## config.mk

```make
export PLATFORM = sky130hd
export DESIGN_NAME = rtel_ctrl
export DESIGN_NICKNAME = d
export VERILOG_FILES = /design/src/design/rtel_pkg.sv /design/src/design/rtel_ctrl.sv
export SDC_FILE = /design/constraint.sdc
export NUM_CORES = 1
export LEC_CHECK = 0
export BUFFER_PORTS_ARGS = -buffer_cell sky130_fd_sc_hd__buf_2
export CAP_MARGIN = 40
export CORE_AREA = 3 3 40 42
export DETAILED_ROUTE_END_ITERATION = 8
export DIE_AREA = 0 0 43 45
export GPL_TIMING_DRIVEN = 0
export PLACE_DENSITY_LB_ADDON = 0.3
export SYNTH_ARGS = -nofsm -noshare
export SYNTH_HDL_FRONTEND = slang
export SYNTH_SLANG_ARGS = --single-unit
```

## constraint.sdc

```tcl
create_clock -name clk -period 1.7 [get_ports clk]
set_input_delay 0.17 -clock clk [delete_from_list [all_inputs] [get_ports clk]]
set_output_delay 0.17 -clock clk [all_outputs]
set_load 0.02 [all_outputs]
```

## src/design/rtel_pkg.sv

```systemverilog
// Shared types and constants for the range table lookup block.
// Used by rtel_ctrl, rtel_dp and range_table_eytzinger_lookup.
// No dependencies.
package rtel_pkg;

	// Field widths of the item, result and cfg ports
	localparam int SLOT_W  = 10;
	localparam int WORD_W  = 32;
	localparam int CP_W    = 21;
	localparam int CAT_W   = 3;
	localparam int COUNT_W = 11;

	// Walk index: limit is at most 2047, so 2*idx+1 stays below 4096
	localparam int IDX_W = 12;
	// Holds any depth in the parameter range (up to 65536)
	localparam int LIM_W = 17;

	// Range word layout
	localparam int START_LSB  = 0;
	localparam int LEN_LSB    = 21;
	localparam int LEN_N_W    = 8;
	localparam int LEN_W_W    = 9;
	localparam int CAT_LSB    = 29;
	localparam int HI_W       = CP_W + 1;

	localparam logic [CAT_W-1:0] CAT_WIDE_LEN = 3'd5;
	localparam logic [CAT_W-1:0] CAT_NONE     = 3'd0;

	typedef enum logic {
		OP_WRITE  = 1'b0,
		OP_LOOKUP = 1'b1
	} rtel_op_t;

	typedef enum logic [1:0] {
		ST_IDLE = 2'b01,
		ST_WALK = 2'b10
	} rtel_state_t;

	// Controller to datapath
	typedef struct packed {
		logic load_cfg;
		logic write_slot;
		logic start;
		logic step;
	} rtel_cmd_t;

	// Datapath to controller
	typedef struct packed {
		logic empty;
		logic done;
	} rtel_sts_t;

endpackage

```

## src/design/rtel_ctrl.sv

```systemverilog
// Controller for the range table lookup: handshakes and walk sequencing.
// Depends on rtel_pkg.
module rtel_ctrl
	import rtel_pkg::*;
(
	input  logic      clk,
	input  logic      arst_n,
	input  logic      in_valid,
	output logic      in_stall,
	input  logic      opcode,
	output logic      out_valid,
	input  logic      out_stall,
	input  logic      cfg_valid,
	output logic      cfg_ready,
	output rtel_cmd_t cmd,
	input  rtel_sts_t sts
);

	rtel_state_t state_q, state_d;
	logic        out_valid_q;
	logic        accept;
	logic        is_lookup;
	logic        finish;

	// Take an item only in idle and when the result slot is free or freeing
	assign in_stall  = (state_q != ST_IDLE) || (out_valid_q && out_stall);
	assign accept    = in_valid && !in_stall;
	assign is_lookup = (opcode == OP_LOOKUP);
	assign cfg_ready = (state_q == ST_IDLE);

	// Commands
	always_comb begin
		cmd            = '0;
		cmd.load_cfg   = cfg_valid && cfg_ready;
		cmd.write_slot = accept && !is_lookup;
		cmd.start      = accept && is_lookup;
		cmd.step       = (state_q == ST_WALK);
	end

	// Result ready: empty tree at start, or walk ends
	assign finish = (cmd.start && sts.empty) || (cmd.step && sts.done);

	// Next state
	always_comb begin
		state_d = state_q;
		unique case (state_q)
			ST_IDLE: begin
				if (cmd.start && !sts.empty) begin
					state_d = ST_WALK;
				end
			end
			ST_WALK: begin
				if (sts.done) begin
					state_d = ST_IDLE;
				end
			end
			default: state_d = ST_IDLE;
		endcase
	end

	always_ff @(posedge clk or negedge arst_n) begin
		if (!arst_n) begin
			state_q <= ST_IDLE;
		end else begin
			state_q <= state_d;
		end
	end

	// Output valid: set on finish, cleared when taken
	always_ff @(posedge clk or negedge arst_n) begin
		if (!arst_n) begin
			out_valid_q <= 1'b0;
		end else if (finish) begin
			out_valid_q <= 1'b1;
		end else if (out_valid_q && !out_stall) begin
			out_valid_q <= 1'b0;
		end
	end

	assign out_valid = out_valid_q;

endmodule

```

# Yosys cells after proc, flatten, opt, wreduce, memory -nomap -nowiden
# Cells that the tools add are included.
[word_totals]
regBits = 3
inputBits = 8
out_inout_bits = 7
wordCells = 29
[op_classes]
eq_ne = 5
n_mux = 5
reduce_logical = 17
[op_table]
columns = ["op", "n"]
rows = [
  ["$logic_and A1 B1 Y1", 9],
  ["$ne A2 B1 Y1 const B", 3],
  ["$logic_not A1 Y1", 4],
  ["$mux W2", 2],
  ["$pmux W2 S2", 1],
  ["$eq A2 B1 Y1 const B", 1],
  ["$eq A2 B2 Y1 const B", 1],
  ["$logic_or A1 B1 Y1", 2],
  ["$mux W1", 2],
  ["$reduce_and A2 Y1", 1],
  ["$reduce_bool A2 Y1", 1],
]

# Depth between registers and ports, before layout
[logic_depth]
depth_word = 8
depth_mapped = 3
mapped_depth_nobuf = 3

# Worst setup path after synthesis
# Ideal clock, no wire load.
[synth_path]
kind = "reg2out"
startpoint = "reg state_q[0]"
endpoint = "out cmd[2] in the netlist's numbering"
arrival_ns = 1.385
required_ns = 1.530
path_slack_ns = 0.145
stages_incl_launch_ff = 3
cell_sequence = "dfstp_2 -> nand2b_4 -> nor4b_1"
[synth_rtl]
columns = ["item", "line", "text"]
rows = [
  ["from (decl)", "rtel_ctrl.sv:19", "rtel_state_t state_q, state_d;"],
  ["from (signal assigned)", "rtel_ctrl.sv:65", "state_q <= state_d;"],
  ["to (decl)", "rtel_ctrl.sv:15", "output rtel_cmd_t cmd,"],
]

==> reports/metrics.yaml <==
crit_fanout: 6
grt_pass1_vias: 200
yosys_warnings: 0
fin_cells: 53
cts_tree: "yes"
synth_nets: 27
overflow: 0
worst_setup_path_end_kind: "output port"
fin_skew_ns: 0.00206
synth_top_area_share: 0.265
cp.arrival_ns: 1.36
cts_buffer_depth: 2
antenna_found_initial: 0
ant_nets: 0
num_rows: 13
nets: 47
setup_viol: 0
fin_crit_ns: 1.53
drcViolationCount: 0
pin_count: 15
intPower_uw: 191
yosysTopAreaCell: "dfrtp_1"
reg2regPathDepth: 2
grt_pass1_wl_um: 883
rsz0062_at_grt: "no"
cap_violations: 0
ys_seq_elements: 3
worstSkewPairLatency_ns: 0.23
port_buffers: 14
swShare: 0.287
netSwitchingPower_uw: 76.8
dr.pass1.iters: 4
wl_per_cell_um: 9.34
fin_util: 0.244
cts_sinks: 3
worstSetupStartpointType: "flip-flop"
dp_cells: 48
synthCells: 19
drt_iter0_markers: 2
pwr-share-comb: 0.230
path_class: "flip-flop to output port"
die_w_um: 43
area_growth_pct: 66.2
p_seq_frac: 0.305
timing.fmax_mhz: 655
synth_area_leaders: "dfrtp_1 26%, dfstp_2 14%, nand2b_4 7.3%"
power_per_cell_area_nw_per_um2: 852
grt_max_degree: 7
slew_viol_final: 0
antenna_cells: 0
fin_crit_sh: 0.899
finalHoldViolCount: 0
hold_depth: 2
core_um2: 1280
dieArea_um2: 1940
hp-class: "input port to flip-flop"
clock-root-buffer: "clkbuf_4"
via_count: 221
synth.distinct_cells: 14
gp_congestion: 0.644
slew-limit-headroom: 0.767
p_leak_nw: 0.162
power_uw: 268
layout-drive-gt1-share: 0.526
min_to: "state_q[1]"
track_usage: 0.0668
min-delay-start: "sts[1]"
timing.rr.end: "out_valid"
syn-cell-area_um2: 189
dpl.hpwl_um: 407
avgSynthCellArea_um2: 9.94
htree_levels: 1
start_util: 0.147
cts_resized: 0
r2r_start: "state_q[0]"
vdd_ir_drop_max_mv: 0.236
r2r_slack_ns: 0.57
whs_ns: 0.165
clk_pin_slew_ns: 0.04
wl_um: 495
tns_ns: 0
clkPwrFrac: 0.465
cts-buffers-inserted: 3
yosysSeqAreaShare: 0.404
critPathRequiredTime_ns: 1.53
outcome: "completed"
viasPerCell: 4.17
die_h_um: 45
worstMarginPinSlew_ns: 0.346
[worst max-delay path by stage]
stage                   to        from  slack (ns)  cells after the start
floorplan           cmd[2]  state_q[0]        0.15                      2
CTS                 cmd[2]  state_q[0]        0.15                      3
global route        cmd[2]  state_q[0]        0.08                      3
finish              cmd[2]  state_q[0]        0.17                      3
global placement    cmd[2]  state_q[0]        0.41                      3
detailed placement  cmd[2]  state_q[0]        0.41                      3
[per-stage QoR]
step | area, um2 | setup slack (ns)
5_1_grt | 314 | 0.0811
3_5_place_dp | 278 | 0.405
3_3_place_gp | 278 | 0.412
6_report | 314 | 0.172
4_1_cts | 314 | 0.150
2_1_floorplan | 189 | 0.145
[critical path, cell delays in order, from the launching register on]
cell,delay [ns]
dfstp_2,0.56
nand2b_4,0.08
nor4b_1,0.28
buf_2,0.21
[kinds of logic after synthesis]
logic type,Yosys count,share of synthesized area
compound gates,3,0.152
buf+inv,2,0.0397
flops,3,0.404
simple gates,11,0.404
[flip-flops by register name, summed over array words and instances (netlist names)]
register,count
out_valid,1
state_q,2
[repair_timing]
item / CTS / global route
hold buffers: 1 / 0
hold endpoints to repair: 3 / 0
setup buffers: 0 / 0
[cell usage in the layout, fill, tap and decap left out]
cell type	n
and2_1	2
and2b_2	1
buf_2	14
clkbuf_1	1
clkbuf_4	3
dfrtp_1	2
dfstp_2	1
dlygate4sd3_1	1
inv_1	2
nand2_1	3
nand2b_4	1
nand3b_1	1
nor3_1	1
nor4b_1	1
o311ai_0	1
o41a_1	1
o41ai_1	1
or3b_1	1
[cells in the mapped netlist, drive strengths merged]
| cell type | count |
|---|---|
| inv | 2 |
| and2 | 2 |
| and2b | 1 |
| dfrtp | 2 |
| o311ai | 1 |
| or3b | 1 |
| nand2b | 1 |
| o41ai | 1 |
| o41a | 1 |
| nand3b | 1 |
| nor3 | 1 |
| nand2 | 3 |
| nor4b | 1 |
| dfstp | 1 |
[power by group through the flow]
stage / logic, mW / clock network (mW) / registers [mW]
final: 0.0616 / 0.125 / 0.0815
after global placement: 0.0607 / 0 / 0.0824
after global routing: 0.0664 / 0.140 / 0.0827
after detailed placement: 0.0608 / 0 / 0.0825
after CTS: 0.0626 / 0.132 / 0.0817
after floorplan: 0.0330 / 0 / 0.0841
[final cells by class]
cell class	count	area [um2]
inverters	2	7.51
fillers	149	971
well taps	15	18.8
clock buffers	4	26.3
repair buffers	15	80.1
multi-input cells	14	105
flip-flops and latches	3	76.3
[metal layers]
| metal | vias up | global-route usage | wire (um) |
|---|---|---|---|
| met5 | - | 0 | 0 |
| li1 | 109 | - | - |
| met2 | 16 | 0.0749 | 167 |
| met1 | 94 | 0.0852 | 228 |
| met3 | 2 | 0.0319 | 84 |
| met4 | 0 | 0.0723 | 14 |
Note: power is estimated with default switching activity, not from simulation.
